<file path="src/rtl/feedback_frame_checker_decoder_top_assert.svh">
// Assertion macros shared by the frame decoder modules.
`ifndef FEEDBACK_FRAME_CHECKER_DECODER_TOP_ASSERT_SVH
`define FEEDBACK_FRAME_CHECKER_DECODER_TOP_ASSERT_SVH

`ifndef SYNTHESIS

// Property checked on every clock edge outside reset.
`define FFCD_ASSERT(lbl, clk, rstn, prop) \
    lbl: assert property (@(posedge clk) disable iff (!rstn) prop) \
        else $error("frame decoder assertion failed");

// Condition that must never be seen outside reset.
`define FFCD_NEVER(lbl, clk, rstn, cond) \
    lbl: assert property (@(posedge clk) disable iff (!rstn) !(cond)) \
        else $error("frame decoder forbidden condition seen");

`else

`define FFCD_ASSERT(lbl, clk, rstn, prop)
`define FFCD_NEVER(lbl, clk, rstn, cond)

`endif

`endif

</file>
<file path="src/rtl/ffcd_pkg.sv">
// Types and constants of the feedback frame checker and decoder.
`timescale 1ns / 1ps

package ffcd_pkg;

    // Frame layout
    localparam int FRAME_BYTES = 24;
    localparam int COUNT_W     = $clog2(FRAME_BYTES + 1);
    localparam int XOR_SPAN    = 22;
    localparam int POS_HEADER  = 0;
    localparam int POS_STOP    = 1;
    localparam int POS_WORDS   = 2;
    localparam int POS_SUM     = 22;
    localparam int POS_TAIL    = 23;
    localparam int NUM_WORDS   = 10;

    // Configuration
    localparam int          CFG_IDX_W    = 1;
    localparam int          CFG_DATA_W   = 8;
    localparam logic [0:0]  CFG_HEADER   = 1'b0;
    localparam logic [0:0]  CFG_TAIL     = 1'b1;
    localparam logic [7:0]  HEADER_RESET = 8'd123;
    localparam logic [7:0]  TAIL_RESET   = 8'd125;

    typedef enum logic [2:0] {
        ST_OK       = 3'd0,
        ST_SIZE     = 3'd1,
        ST_HEADER   = 3'd2,
        ST_TAIL     = 3'd3,
        ST_CHECKSUM = 3'd4,
        ST_STOP     = 3'd5
    } t_status;

    // Shift line contents, cell 0 holds the newest byte
    typedef logic [FRAME_BYTES-1:0][7:0] t_chain;

    typedef struct packed {
        t_status                        status;
        logic                           stop_flag;
        logic [NUM_WORDS-1:0][15:0]     words;
    } t_result;

endpackage

</file>
<file path="src/rtl/ffcd_cell.sv">
// One byte cell of the frame shift line.
`timescale 1ns / 1ps

module ffcd_cell (
    input  logic       i_clk,
    input  logic       i_shift,
    input  logic [7:0] i_byte,
    output logic [7:0] o_byte
);

    logic [7:0] r_byte;

    // Take the incoming byte on every shift
    always_ff @(posedge i_clk) begin
        if (i_shift) begin
            r_byte <= i_byte;
        end
    end

    assign o_byte = r_byte;

endmodule

</file>
<file path="src/rtl/ffcd_ctrl.sv">
// Byte count, running XOR and end-of-frame checks of the frame decoder.
`timescale 1ns / 1ps
`include "feedback_frame_checker_decoder_top_assert.svh"

module ffcd_ctrl (
    input  logic               i_clk,
    input  logic               i_rst_n,
    input  logic               i_fire,
    input  logic [7:0]         i_byte,
    input  logic               i_frame_end,
    input  logic [7:0]         i_header,
    input  logic [7:0]         i_tail,
    input  ffcd_pkg::t_chain   i_chain,
    output logic               o_shift,
    output logic               o_res_valid,
    output ffcd_pkg::t_result  o_result
);
    import ffcd_pkg::*;

    // Frame byte p sits in cell FRAME_BYTES-2-p while the last byte is on the input
    localparam int CELL_HEADER = FRAME_BYTES - 2 - POS_HEADER;
    localparam int CELL_STOP   = FRAME_BYTES - 2 - POS_STOP;
    localparam int CELL_SUM    = FRAME_BYTES - 2 - POS_SUM;

    logic [COUNT_W-1:0] r_count, n_count;
    logic               r_too_long, n_too_long;
    logic [7:0]         r_xor, n_xor;
    logic               w_room;
    t_status            w_status;

    assign w_room  = (r_count < COUNT_W'(FRAME_BYTES));
    assign o_shift = i_fire && w_room;

    // Advance count and XOR, restart on the last word of a frame
    always_comb begin
        n_count    = r_count;
        n_too_long = r_too_long;
        n_xor      = r_xor;
        if (i_fire) begin
            if (w_room) begin
                n_count = r_count + COUNT_W'(1);
                if (r_count < COUNT_W'(XOR_SPAN)) begin
                    n_xor = r_xor ^ i_byte;
                end
            end else begin
                n_too_long = 1'b1;
            end
            if (i_frame_end) begin
                n_count    = '0;
                n_too_long = 1'b0;
                n_xor      = '0;
            end
        end
    end

    always_ff @(posedge i_clk) begin
        if (!i_rst_n) begin
            r_count    <= '0;
            r_too_long <= 1'b0;
            r_xor      <= '0;
        end else begin
            r_count    <= n_count;
            r_too_long <= n_too_long;
            r_xor      <= n_xor;
        end
    end

    // Check the frame in priority order
    always_comb begin
        priority if (r_too_long || (r_count != COUNT_W'(FRAME_BYTES - 1))) begin
            w_status = ST_SIZE;
        end else if (i_chain[CELL_HEADER] != i_header) begin
            w_status = ST_HEADER;
        end else if (i_byte != i_tail) begin
            w_status = ST_TAIL;
        end else if (r_xor != i_chain[CELL_SUM]) begin
            w_status = ST_CHECKSUM;
        end else if (i_chain[CELL_STOP] > 8'd1) begin
            w_status = ST_STOP;
        end else begin
            w_status = ST_OK;
        end
    end

    // Assemble big-endian words, zero on any error
    always_comb begin
        o_result        = '0;
        o_result.status = w_status;
        if (w_status == ST_OK) begin
            o_result.stop_flag = i_chain[CELL_STOP][0];
            for (int k = 0; k < NUM_WORDS; k++) begin
                o_result.words[k] = {i_chain[FRAME_BYTES - 2 - (POS_WORDS + 2 * k)],
                                     i_chain[FRAME_BYTES - 3 - (POS_WORDS + 2 * k)]};
            end
        end
    end

    assign o_res_valid = i_fire && i_frame_end;

    `FFCD_NEVER(a_count_range, i_clk, i_rst_n, r_count > COUNT_W'(FRAME_BYTES))
    `FFCD_ASSERT(a_too_long_full, i_clk, i_rst_n,
                 r_too_long |-> (r_count == COUNT_W'(FRAME_BYTES)))
    `FFCD_ASSERT(a_restart, i_clk, i_rst_n,
                 (i_fire && i_frame_end) |=>
                     ((r_count == '0) && (r_xor == '0) && !r_too_long))

endmodule

</file>
<file path="src/rtl/feedback_frame_checker_decoder_top.sv">
// Top level of the feedback frame checker and decoder.
//
//  channel   direction  handshake           payload
//  input     in         i_valid / o_ready   i_byte_in, i_frame_end
//  result    out        o_valid / i_ready   o_status ... o_supply_voltage
//  config    in         i_cfg_we            i_cfg_idx, i_cfg_data
//
// One input word is taken per cycle while o_ready is high; the result of
// a frame-end word is registered in the output register. The byte shift
// line and count/XOR update finish in the accepting cycle, so words follow
// back to back. Reset is synchronous and restores header 123 and tail 125.
// A stalled result waits in the output register, a second one in the skid
// register; input is held off only while the skid register is full.
`timescale 1ns / 1ps
`include "feedback_frame_checker_decoder_top_assert.svh"

module feedback_frame_checker_decoder_top (
    input  logic                             i_clk,
    input  logic                             i_rst_n,
    input  logic                             i_valid,
    output logic                             o_ready,
    input  logic [7:0]                       i_byte_in,
    input  logic                             i_frame_end,
    output logic                             o_valid,
    input  logic                             i_ready,
    output logic [2:0]                       o_status,
    output logic                             o_stop_flag,
    output logic signed [15:0]               o_linear_speed,
    output logic signed [15:0]               o_lateral_speed,
    output logic signed [15:0]               o_yaw_rate,
    output logic signed [15:0]               o_accel_x,
    output logic signed [15:0]               o_accel_y,
    output logic signed [15:0]               o_accel_z,
    output logic signed [15:0]               o_gyro_x,
    output logic signed [15:0]               o_gyro_y,
    output logic signed [15:0]               o_gyro_z,
    output logic [15:0]                      o_supply_voltage,
    input  logic                             i_cfg_we,
    input  logic [ffcd_pkg::CFG_IDX_W-1:0]   i_cfg_idx,
    input  logic [ffcd_pkg::CFG_DATA_W-1:0]  i_cfg_data
);
    import ffcd_pkg::*;

    logic [7:0] r_header, r_tail;
    t_chain     w_chain;
    logic       w_fire, w_shift, w_res_valid, w_out_take;
    t_result    w_result;
    logic       r_out_valid, n_out_valid, r_skid_valid, n_skid_valid;
    t_result    r_out, n_out, r_skid, n_skid;

    assign o_ready = !r_skid_valid;
    assign w_fire  = i_valid && o_ready;

    // Configuration registers
    always_ff @(posedge i_clk) begin
        if (!i_rst_n) begin
            r_header <= HEADER_RESET;
            r_tail   <= TAIL_RESET;
        end else if (i_cfg_we) begin
            unique case (i_cfg_idx)
                CFG_HEADER: r_header <= i_cfg_data;
                CFG_TAIL:   r_tail   <= i_cfg_data;
                default:    r_header <= r_header;
            endcase
        end
    end

    // Byte shift line
    for (genvar k = 0; k < FRAME_BYTES; k++) begin : g_cell
        if (k == 0) begin : g_head
            ffcd_cell u_cell (
                .i_clk   (i_clk),
                .i_shift (w_shift),
                .i_byte  (i_byte_in),
                .o_byte  (w_chain[k])
            );
        end else begin : g_body
            ffcd_cell u_cell (
                .i_clk   (i_clk),
                .i_shift (w_shift),
                .i_byte  (w_chain[k-1]),
                .o_byte  (w_chain[k])
            );
        end
    end

    ffcd_ctrl u_ctrl (
        .i_clk       (i_clk),
        .i_rst_n     (i_rst_n),
        .i_fire      (w_fire),
        .i_byte      (i_byte_in),
        .i_frame_end (i_frame_end),
        .i_header    (r_header),
        .i_tail      (r_tail),
        .i_chain     (w_chain),
        .o_shift     (w_shift),
        .o_res_valid (w_res_valid),
        .o_result    (w_result)
    );

    // Output register with skid stage
    assign w_out_take = !r_out_valid || i_ready;

    always_comb begin
        n_out_valid  = r_out_valid;
        n_out        = r_out;
        n_skid_valid = r_skid_valid;
        n_skid       = r_skid;
        if (w_out_take) begin
            if (r_skid_valid) begin
                n_out_valid  = 1'b1;
                n_out        = r_skid;
                n_skid_valid = 1'b0;
            end else begin
                n_out_valid = w_res_valid;
                n_out       = w_result;
            end
        end else if (w_res_valid) begin
            n_skid_valid = 1'b1;
            n_skid       = w_result;
        end
    end

    always_ff @(posedge i_clk) begin
        if (!i_rst_n) begin
            r_out_valid  <= 1'b0;
            r_skid_valid <= 1'b0;
        end else begin
            r_out_valid  <= n_out_valid;
            r_skid_valid <= n_skid_valid;
        end
    end

    always_ff @(posedge i_clk) begin
        r_out  <= n_out;
        r_skid <= n_skid;
    end

    assign o_valid          = r_out_valid;
    assign o_status         = r_out.status;
    assign o_stop_flag      = r_out.stop_flag;
    assign o_linear_speed   = $signed(r_out.words[0]);
    assign o_lateral_speed  = $signed(r_out.words[1]);
    assign o_yaw_rate       = $signed(r_out.words[2]);
    assign o_accel_x        = $signed(r_out.words[3]);
    assign o_accel_y        = $signed(r_out.words[4]);
    assign o_accel_z        = $signed(r_out.words[5]);
    assign o_gyro_x         = $signed(r_out.words[6]);
    assign o_gyro_y         = $signed(r_out.words[7]);
    assign o_gyro_z         = $signed(r_out.words[8]);
    assign o_supply_voltage = r_out.words[9];

    `FFCD_ASSERT(a_skid_behind_out, i_clk, i_rst_n, r_skid_valid |-> r_out_valid)
    `FFCD_ASSERT(a_error_zero, i_clk, i_rst_n,
                 (r_out_valid && (r_out.status != ST_OK)) |->
                     ((r_out.words == '0) && !r_out.stop_flag))
    `FFCD_NEVER(a_no_overflow, i_clk, i_rst_n, r_skid_valid && w_res_valid)

endmodule
</file>
<file path="config.mk">
export PLATFORM = sky130hd
export DESIGN_NAME = feedback_frame_checker_decoder_top
export DESIGN_NICKNAME = d
export VERILOG_FILES = /design/src/rtl/ffcd_pkg.sv /design/src/rtl/ffcd_cell.sv /design/src/rtl/ffcd_ctrl.sv /design/src/rtl/feedback_frame_checker_decoder_top.sv
export VERILOG_INCLUDE_DIRS = /design/src /design/src/rtl
export SDC_FILE = /design/constraint.sdc
export NUM_CORES = 1
export LEC_CHECK = 0
export CORE_MARGIN = 10
export CORE_UTILIZATION = 25
export DETAILED_ROUTE_END_ITERATION = 12
export DONT_BUFFER_PORTS = 1
export PLACE_DENSITY = 0.47
export SETUP_SLACK_MARGIN = 0.2
export SYNTH_ARGS = -nofsm -noshare
export SYNTH_HDL_FRONTEND = slang
export SYNTH_HIERARCHICAL = 1
export SYNTH_SLANG_ARGS = --single-unit
</file>
<file path="constraint.sdc">
create_clock -name i_clk -period 24.9 [get_ports i_clk]
set_input_delay 4.98 -clock i_clk [delete_from_list [all_inputs] [get_ports i_clk]]
set_output_delay 4.98 -clock i_clk [all_outputs]
set_load 0.005 [all_outputs]
</file>
Word-level counts from Yosys, hierarchy flattened --
Cells that the tools add are included.
Storage, ports and cells: bits in latches 0, memories kept 0, register bits 544, logic and storage cells 99, bits in writable memories 0, bits in read-only memories 0
Operators by class: bitwise logic cells 4, eq/ne operators 5, mux-type cells 15, multiply operators 0, $lt $le $gt $ge 3, divide/modulo/power cells 0, reduce and logical (&&, ||, !) cells 17, shifts and indexed selects 0, add/subtract/negate cells 1
Operators by type and width (number):
- $mux W164 | 1
- $mux W161 | 1
- $mux W8 | 3
- $ne A8 B8 Y1 | 3
- $mux W3 | 5
- $lt A5 B5 Y1 const B | 2
- $mux W5 | 2
- $reduce_and A2 Y1 | 5
- $gt A8 B1 Y1 const B | 1
- $xor A8 B8 Y8 | 1
- $add A5 B1 Y5 const B | 1
- $ne A5 B5 Y1 const B | 1
- $reduce_bool A2 Y1 | 2
- $logic_and A1 B1 Y1 | 3
- $logic_not A3 Y1 | 1
- $mux W1 | 3
- $not A1 Y1 | 3
- $reduce_and A3 Y1 | 1
- $logic_not A1 Y1 | 2
- $logic_or A1 B1 Y1 | 2
- $ne A2 B2 Y1 const B | 1
- $reduce_or A2 Y1 | 1

Logic depth before layout (Yosys ltp) --
Gate-level depths: netlist of the first run.
depth in word-level cells 9, depth in mapped cells 8, gate-level depth less buffers 5

Cells and area by module --
Netlist of the first run, hierarchy kept.
By module, submodules not included:
- feedback_frame_checker_decoder_top | times used 1, area each 13093.8 um^2, seq. area each 10209.8 um^2, cells an instance 592
- ffcd_cell | times used 24, area each 240.2 um^2, seq. area each 240.2 um^2, cells an instance 8
- ffcd_ctrl | times used 1, area each 3098.0 um^2, seq. area each 280.3 um^2, cells an instance 482

Worst setup path before layout of the first run --
Ideal clock, no wire load.
kind input to register, start point input port i_ready, end point register r_skid[0] in the netlist's numbering (enable), arrival time 18101 ps, setup slack 5093 ps, library setup time 1705 ps, stages 2, path through nand2b_1 -> nor2_1
On the way: cells in the longest elaborated chain, start to end 3
RTL lines:
- start: declaration | RTL line feedback_frame_checker_decoder_top.sv:25 | input logic i_ready,
- $logic_or A1 B1 Y1 | RTL line feedback_frame_checker_decoder_top.sv:102 | assign w_out_take = !r_out_valid || i_ready;
- $not A1 Y1 (no line)
- $reduce_and A2 Y1 (no line)
- end signal: assignment | RTL line feedback_frame_checker_decoder_top.sv:136 | r_skid <= n_skid;
- end: declaration | RTL line feedback_frame_checker_decoder_top.sv:49 | t_result r_out, n_out, r_skid, n_skid;
No other way between the ends. A chain may end at the register's enable or synchronous reset.

Final worst setup path of the first run --
start point input port i_valid, end point register g_cell[3].g_body.u_cell.r_byte[2] (enable)
On the way: cells in the longest elaborated chain, start to end 2
RTL lines:
- start: declaration | RTL line feedback_frame_checker_decoder_top.sv:20 | input logic i_valid,
- $logic_and A1 B1 Y1 | RTL line feedback_frame_checker_decoder_top.sv:52 | assign w_fire = i_valid && o_ready;
- $logic_and A1 B1 Y1 | RTL line ffcd_ctrl.sv:32 | assign o_shift = i_fire && w_room;
- net w_shift | RTL line feedback_frame_checker_decoder_top.sv:46 | logic w_fire, w_shift, w_res_valid, w_out_take;
- end signal: assignment | RTL line ffcd_cell.sv:16 | r_byte <= i_byte;
- end: declaration | RTL line ffcd_cell.sv:11 | logic [7:0] r_byte;
The timed path passes the listed nets, and every way through them passes these cells.

==> qor.tcl, run 1 <==
set qor(area_grow_syn2layout_pct) 14.4
set qor(synthesis.nets) 1282
set qor(synth_cells) 1258
set qor(skew_ps) 20.9
set qor(boundary_pin_count) 189
set qor(dp_hpwl_microns) 30800
set qor(final_hold_viol_count) 0
set qor(clk_transition_reported_paths_ps) 60
set qor(route.vias.total) 10157
set qor(worst_ir_drop_vdd_v) 0.0000524
set qor(insertedDiodeCount) 0
set qor(die-height_microns) 315
set qor(number_of_buffers_added_on_ports) 0
set qor(ctsResizeCount) 0
set qor(syn_area_sq_mm) 0.0217
set qor(power.leakage_uw) 0.00851
set qor(period_needed_ps) 7380
set qor(synth_area_per_cell_sq_um) 17.3
set qor(worstSetupEndpointType) {register}
set qor(floorplan.die_area_sq_mm) 0.0991
set qor(startpoint_type) {input port}
set qor(grt_start_max_net_pins) 165
set qor(via_per_inst) 4.13
set qor(drive_gt1_share_pct) 24.9
set qor(tritoncts) {done}
set qor(cts_sinks) 544
set qor(worst_skew_pair.late_latency_ps) 620
set qor(run_status) {completed}
set qor(ys_warn_count) 6
set qor(detail_route.wl_per_cell_microns) 20.4
set qor(total_count_of_max_transition_violations_in_the_final_report) 0
set qor(worst_slew_pin_slew_ps) 1290
set qor(core_area_sq_mm) 0.0865
set qor(placement.cell_area_sq_mm) 0.0229
set qor(finalSetupViolations) 0
set qor(row_count) 108
set qor(vias_in_the_first_global_route) 10672
set qor(finalSetupTns_ps) 0
set qor(groute.usage.overall_pct) 9.88
set qor(grt_first_pass_wirelength_microns) 74500
set qor(path_class) {input port to register}
set qor(detail_route.drc_violations) 0
set qor(nNetsFinal) 1275
set qor(cp.arrival_ps) 7610
set qor(hold_path_class) {register to register}
set qor(finish.instance_area_sq_mm) 0.0248
set qor(cp.required_ps) 25130
set qor(cts-hold-fix-buffers) 0
set qor(power-per-cell-area_mw_per_mm2) 80.1
set qor(relSlewSlack_pct) 13.7
set qor(cts-root-buf) {clkbuf_16}
set qor(cts_max_level) 2
set qor(drt_iter0_drc) 621
set qor(critical_path_peak_fanout) 67
set qor(post_cts_buffers) 0
set qor(initial_core_util_pct) 25.1
set qor(antenna_violating_nets_post_route) 0
set qor(number_of_max_cap_violations) 0
set qor(gr-total-overflow) 0
set qor(pre_antenna_drt_iters) 4
set qor(wire_length_reported_by_the_detailed_router_microns) 50200
set qor(period_share_pct) 29.6
set qor(fmaxAchievable_ghz) 0.136
set qor(gp_congestion) 0.753
set qor(rsz0062_at_grt) {no}
set qor(grt_antenna_before_repair) 1
set qor(max-clock-path-buffers) 3
set qor(fp.dieW_microns) 315
set qor(numCtsBuffers) 60
path summary, 6_finish.rpt:
kind	start	slack [ps]	depth (start not counted)	end
worst max-delay path	i_valid	17520	3	g_cell[3].g_body.u_cell/o_byte[2]
worst min-delay path	g_cell[2].g_body.u_cell/o_byte[1]	450	0	g_cell[3].g_body.u_cell/o_byte[1]
worst max register to register	r_skid_valid	21260	3	g_cell[3].g_body.u_cell/o_byte[2]
worst min register to register	g_cell[2].g_body.u_cell/o_byte[1]	450	0	g_cell[3].g_body.u_cell/o_byte[1]
sequential cells by signal, summed over array words and instances, names as in the netlist, 3 cells and up:
register	count
r_header	8
o_gyro_x	16
u_ctrl/r_xor	8
g_cell.g_body.u_cell/o_byte	176
o_lateral_speed	16
o_yaw_rate	16
r_tail	8
o_supply_voltage	16
g_cell.g_head.u_cell/o_byte	8
o_accel_y	16
r_skid	164
o_linear_speed	16
u_ctrl/r_count	5
o_gyro_y	16
o_status	3
o_accel_z	16
o_gyro_z	16
o_accel_x	16
per-stage QoR:
stage	power (uW)	instances	worst slack, ps	util (%)	hold WS, ps
after floorplan	1100	1258	5090	-	426
after global placement	1120	2344	17060	26.4	437
after detailed placement	1120	2344	16890	26.4	434
after CTS	2030	2457	17580	28.7	448
after global routing	2070	2457	17360	28.7	458
final	1990	2457	17520	28.7	447
final cells by class:
class                   count  area [sq um]
clock buffers              73          1570
clock inverters            40           407
fillers                  8669         61600
inverters                 174           653
multi-input cells         459          4620
flip-flops and latches    544         16000
well taps                1155          1450
repair buffers             12           115
cell usage in the layout, fill, tap and decap left out, types with 6 or more instances in the layout:
cell type    n
mux2_2      37
mux2_4     127
nor2_1      14
nor2b_1      7
inv_1      174
edfxtp_1   512
dfxtp_1     31
nor4_2      53
clkbuf_1    12
bufinv_16    7
nand2_1      9
nor4_1     113
xor2_1      26
xnor2_1      8
clkbuf_16   61
o211ai_1    21
nand3_1      6
clkinv_1    11
buf_4       10
clkinv_2    10
worst max-delay path, cell delays in order:
cell     delay (ps)
nor2b_1         740
and2_4          910
buf_4           780
power by group:
| part | internal, uW | switching [uW] |
|---|---|---|
| registers | 1030 | 25.4 |
| logic | 11.7 | 23.6 |
| clock network | 523 | 372 |
layer usage:
layer,vias to the layer above,global-route usage [%],wire length [microns]
met5,-,0,0
met4,0,2.91,1110
met3,75,3.03,3160
met2,227,15.4,23200
met1,5151,13.0,22800
li1,4704,-,-
Note: power is estimated with default switching activity, not from simulation.
==> run 2, diff against run 1 <==
--- a/config.mk
+++ b/config.mk
@@ -10,7 +10,7 @@
 export CORE_UTILIZATION = 25
 export DETAILED_ROUTE_END_ITERATION = 12
 export DONT_BUFFER_PORTS = 1
-export PLACE_DENSITY = 0.47
+export PLACE_DENSITY = 0.49
 export SETUP_SLACK_MARGIN = 0.2
 export SYNTH_ARGS = -nofsm -noshare
 export SYNTH_HDL_FRONTEND = slang
==> constraint.sdc (replaced) <==
create_clock -name i_clk -period 6.5 [get_ports i_clk]
set_input_delay 1.3 -clock i_clk [delete_from_list [all_inputs] [get_ports i_clk]]
set_output_delay 1.3 -clock i_clk [all_outputs]
set_load 0.005 [all_outputs]
==> run 2 against run 1 <==
Against the previous run: utilization rose by 0.14 points; largest power group unchanged; sequential share of layout area fell by 0.31 points; total power rose to 3.9 times the previous value; critical path type is now register to register; routed wire length fell by 0.64%; largest cell class unchanged; non-clock buffer count did not move; global-route usage barely moved.
==> qor.tcl, run 2 (synthesized netlist as in run 1, its figures left out) <==
set qor(detail_route.wl_per_cell_microns) 20.3
set qor(wire_length_reported_by_the_detailed_router_microns) 49900
set qor(whs_endpoint) {g_cell[11].g_body.u_cell/o_byte[4]}
set qor(fin_worst_setup_slack_ps) 2960
set qor(hold_path_class) {register to register}
set qor(final_hold_viol_count) 0
set qor(groute.usage.overall_pct) 9.91
set qor(fmaxAchievable_ghz) 0.283
set qor(worst_reg2reg_path_depth) 5
set qor(dp_hpwl_microns) 30100
set qor(critical_path.slowest_cell) {nand4_1}
set qor(initial_core_util_pct) 25.1
set qor(antenna_violating_nets_post_route) 0
set qor(worstSetupEndpointType) {register}
set qor(power-per-cell-area_mw_per_mm2) 309
set qor(worst_skew_pair.late_latency_ps) 620
set qor(via_per_inst) 4.16
set qor(place_ws_ps) 2440
set qor(skew_ps) 21.4
set qor(row_count) 108
set qor(finalSetupTns_ps) 0
set qor(total_power_uw) 7720
set qor(ctsResizeCount) 0
set qor(cp.required_ps) 6990
set qor(core_area_sq_mm) 0.0865
set qor(gr-total-overflow) 0
set qor(worst_ir_drop_vdd_v) 0.000197
set qor(fillCellCount) 8666
set qor(startpoint_type) {register}
set qor(placement.cell_area_sq_mm) 0.0229
set qor(boundary_pin_count) 189
set qor(die-height_microns) 315
set qor(floorplan.die_area_sq_mm) 0.0991
set qor(period_share_pct) 54.4
set qor(drive_gt1_share_pct) 25.1
set qor(most-common-layout-cells) {512 x edfxtp_1, 174 x inv_1, 127 x mux2_4}
set qor(drt_iter0_drc) 656
set qor(cts_sinks) 544
set qor(worst_slew_pin_slew_ps) 1250
set qor(period_needed_ps) 3540
set qor(multi_input_comb_area_sq_mm) 0.00462
set qor(number_of_max_cap_violations) 0
set qor(max-clock-path-buffers) 3
set qor(worst-r2r-setup-slack_ps) 2960
set qor(vias_in_the_first_global_route) 10660
set qor(run_status) {completed}
set qor(rsz0062_at_grt) {no}
set qor(largest_register_ff_count) 176
set qor(layout_commonest_cell) {edfxtp_1}
set qor(grt_antenna_before_repair) 0
set qor(nNetsFinal) 1282
set qor(path_class) {register to register}
set qor(rr_endpoint) {o_linear_speed[4]}
set qor(relSlewSlack_pct) 16.4
set qor(clk_transition_reported_paths_ps) 60
set qor(route.vias.total) 10258
set qor(finish.instance_area_sq_mm) 0.0250
set qor(gp_congestion) 0.721
set qor(cts_max_level) 3
set qor(numCtsBuffers) 67
set qor(total_count_of_max_transition_violations_in_the_final_report) 0
set qor(tritoncts) {done}
set qor(cts-hold-fix-buffers) 0
set qor(grt_first_pass_wirelength_microns) 73900
set qor(detail_route.drc_violations) 0
set qor(holdPathStages) 0
set qor(area_grow_syn2layout_pct) 14.9
set qor(finalSetupViolations) 0
set qor(pre_antenna_drt_iters) 4
set qor(number_of_buffers_added_on_ports) 0
set qor(post_cts_buffers) 0
set qor(critical_path_peak_fanout) 151
set qor(critical_path.reg2reg.startpoint) {u_ctrl/r_count[0]}
set qor(power.leakage_uw) 0.00858
set qor(fp.dieW_microns) 315
set qor(crit_chain) {ha_1 -> nand4_1 -> buf_12 -> nor4_1 -> mux2_2}
set qor(cts-root-buf) {clkbuf_16}
set qor(grt_start_max_net_pins) 164
set qor(ff_latch_area_sq_mm) 0.0160
set qor(hold_start) {g_cell[10].g_body.u_cell/o_byte[4]}
set qor(slowest_cell_delay_on_critical_path_ps) 790
set qor(cp.arrival_ps) 4020
[run 2: cell types whose count changed in the layout (fill, tap and decap cells not counted), moves of 2 or more]
cell       change
buf_12         +2
buf_4          -2
bufinv_16      -5
clkbuf_16      +7
clkinv_8       +2
inv_16         +3
[run 2: critical path, delay by kind of cell (launching register included)]
kind / cells / cell delay (ps)
AND/OR/NAND/NOR: 2 / 1560
buffers and inverters: 1 / 530
multiplexers: 1 / 280
adder cells (fa/ha/maj): 1 / 230
flip-flops: 1 / 380
[run 2: worst max path at each step]
stage	from	end	slack, ps
4_1_cts	r_skid_valid	r_skid[138]	2880
2_1_floorplan	i_ready	r_skid[0]	-3680
6_report	u_ctrl/r_count[0]	o_linear_speed[4]	2960
5_1_grt	r_skid_valid	r_skid[87]	2700
3_3_place_gp	i_valid	r_skid[142]	2540
3_5_place_dp	i_valid	r_skid[133]	2440
[run 2: stage by stage]
step	hold slack [ps]	std cells	util [%]
finish	438	2463	28.9
global route	446	2462	28.9
CTS	438	2462	28.9
detailed placement	432	2344	26.5
global placement	433	2344	26.5
floorplan	426	1258	-
[run 2: layout make-up]
type                    count  area share [%]
flip-flops and latches    544            64.2
multi-input cells         459            18.5
clock buffers              81            7.01
well taps                1155            5.79
inverters                 174            2.62
clock inverters            37            1.28
repair buffers             12           0.562
diodes                      1          0.0100
[run 2: power breakdown]
group          leakage (uW)  switching (uW)  internal [uW]
clock network       0.00101            1500           2030
registers           0.00517            93.2           3960
logic               0.00239            89.7           45.2
[run 2: routing by layer]
layer	up-vias	wire, microns	track usage, %
li1	4718	-	-
met5	-	0	0
met4	0	1020	3.59
met2	235	23100	15.2
met1	5239	22500	13.0
met3	66	3220	3.22
==> run 3, diff against run 2 <==
==> constraint.sdc (replaced) <==
create_clock -name i_clk -period 2.8 [get_ports i_clk]
set_input_delay 0.56 -clock i_clk [delete_from_list [all_inputs] [get_ports i_clk]]
set_output_delay 0.56 -clock i_clk [all_outputs]
set_load 0.005 [all_outputs]
==> run 3 against run 2 <==
Against the previous run: worst hold slack got worse by 390 ps; die area is the same; routed wire length grew 0.88%; clock power grew 120%; critical endpoint is now o_accel_x[11]; largest cell class unchanged; largest power group unchanged.
==> qor.tcl, run 3 (synthesized netlist as in run 1, its figures left out) <==
set qor(wire_length_reported_by_the_detailed_router_microns) 50300
set qor(fp.dieW_microns) 315
set qor(pre_antenna_drt_iters) 4
set qor(finalSetupTns_ps) 0
set qor(power.share.sequential_pct) 53.9
set qor(power.leakage_uw) 0.00870
set qor(slowest_cell_delay_on_critical_path_ps) 450
set qor(clk_transition_reported_paths_ps) 60
set qor(antenna_violating_nets_post_route) 0
set qor(worst_slew_pin_slew_ps) 860
set qor(number_of_max_cap_violations) 0
set qor(largest_register_ff_count) 176
set qor(detail_route.wl_per_cell_microns) 20.3
set qor(number_of_buffers_added_on_ports) 0
set qor(tritoncts) {done}
set qor(switching_share_pct) 21.2
set qor(route.vias.total) 10378
set qor(row_count) 108
set qor(worst_skew_pair.late_latency_ps) 620
set qor(insertedDiodeCount) 0
set qor(power_report.internal_total_uw) 13800
set qor(total_count_of_max_transition_violations_in_the_final_report) 0
set qor(grt_start_max_net_pins) 118
set qor(fmaxAchievable_ghz) 0.392
set qor(hold_path_class) {input port to register}
set qor(total_power_uw) 17500
set qor(cp.required_ps) 3280
set qor(combinationalPowerShare_pct) 2.0
set qor(gr-total-overflow) 0
set qor(relSlewSlack_pct) 42.7
set qor(grt_first_pass_wirelength_microns) 74500
set qor(hold_start) {i_rst_n}
set qor(detail_route.drc_violations) 0
set qor(critical_path.reg2reg.startpoint) {g_cell[0].g_head.u_cell/o_byte[7]}
set qor(vias_in_the_first_global_route) 10821
set qor(core_area_sq_mm) 0.0865
set qor(drt_iter0_drc) 726
set qor(grt_antenna_before_repair) 2
set qor(initial_core_util_pct) 25.1
set qor(setup.worst_path.start) {g_cell[0].g_head.u_cell/o_byte[7]}
set qor(power.share.clock_pct) 44.0
set qor(fillCellCount) 8615
set qor(period_share_pct) 91.2
set qor(worst_ir_drop_vdd_v) 0.000482
set qor(dp_hpwl_microns) 31100
set qor(final_hold_viol_count) 0
set qor(boundary_pin_count) 189
set qor(skew_ps) 24.9
set qor(critical_path.slowest_cell) {nor4_1}
set qor(worstSetupEndpointType) {register}
set qor(finalSetupViolations) 0
set qor(layout_commonest_cell) {edfxtp_1}
set qor(drive_gt1_share_pct) 26.6
set qor(cts-root-buf) {clkbuf_16}
set qor(crit_chain) {xor2_1 -> nor4_2 -> buf_4 -> nand4_1 -> buf_12 -> nor4_1 -> mux2_4}
set qor(rsz0062_at_grt) {yes}
set qor(power-per-cell-area_mw_per_mm2) 691
set qor(path_class) {register to register}
set qor(max-clock-path-buffers) 3
set qor(gp_congestion) 0.737
set qor(period_needed_ps) 2550
set qor(groute.usage.overall_pct) 9.85
set qor(startpoint_type) {register}
set qor(die-height_microns) 315
set qor(most-common-layout-cells) {512 x edfxtp_1, 174 x inv_1, 127 x mux2_4}
set qor(floorplan.die_area_sq_mm) 0.0991
set qor(numCtsBuffers) 59
set qor(via_per_inst) 4.18
set qor(cts_sinks) 544
set qor(area_grow_syn2layout_pct) 16.4
set qor(nNetsFinal) 1304
set qor(run_status) {completed}
set qor(power.net_switching_uw) 3710
set qor(critical_path_peak_fanout) 80
set qor(cts_max_level) 2
set qor(cp.arrival_ps) 3040
[run 3: layer usage]
layer | routed length [microns] | global-route usage, % | share of wire [%]
met4 | 1070 | 2.61 | 2.1
met2 | 23200 | 15.4 | 46
met5 | 13 | 0 | 0.026
met1 | 23200 | 13.2 | 46
met3 | 2950 | 2.80 | 5.9
[run 3: worst max-delay path, delay by kind of cell, from the launching register on]
family,cells,cell delay [ps]
flops,1,410
buf+inv,2,440
simple gates,3,1020
mux,1,230
xor+xnor,1,170
[run 3: worst paths after layout]
| check | to | slack, ps | cells after the start |
|---|---|---|---|
| worst max-delay path | o_accel_x[11] | 250 | 7 |
| worst min-delay path | r_header[3] | 50 | 1 |
| worst max register to register | o_accel_x[11] | 250 | 7 |
| worst min register to register | g_cell[12].g_body.u_cell/o_byte[1] | 450 | 0 |
[run 3: area by class of cell]
cell class	count	area, sq um	area share [%]
Sequential cell	544	16000	63.4
Multi-Input combinational cell	459	4720	18.7
Clock buffer	72	1530	6.04
Tap cell	1155	1450	5.72
Inverter	174	653	2.58
Timing Repair Buffer	42	538	2.13
Clock inverter	37	365	1.45
[run 3: per-stage QoR]
| stage | std cells | setup slack, ps | utilization, % | hold WS (ps) | cell area, sq um |
|---|---|---|---|---|---|
| final | 2483 | 246 | 29.2 | 50.9 | 25300 |
| after global routing | 2483 | 124 | 29.2 | 13.4 | 25300 |
| after CTS | 2483 | 190 | 29.1 | 2.62 | 25200 |
| after detailed placement | 2365 | 123 | 26.8 | 434 | 23200 |
| after global placement | 2365 | 150 | 26.8 | 430 | 23200 |
| after floorplan | 1258 | -6640 | - | 426 | 21700 |
[run 3: what timing repair did]
| action | in CTS | in global routing |
|---|---|---|
| hold buffers | 9 | 0 |
| buffers inserted | 0 | 0 |
| gates resized for setup | 4 | 12 |
| endpoints found under the hold margin | 13 | 0 |
| setup endpoints to repair | 6 | 213 |
[run 3: power groups by stage]
stage	registers (uW)	clock network, uW	logic [uW]
after floorplan	9470	0	250
after global placement	9600	0	344
after detailed placement	9600	0	346
after CTS	9430	7950	361
after global routing	9450	8290	396
final	9420	7690	353
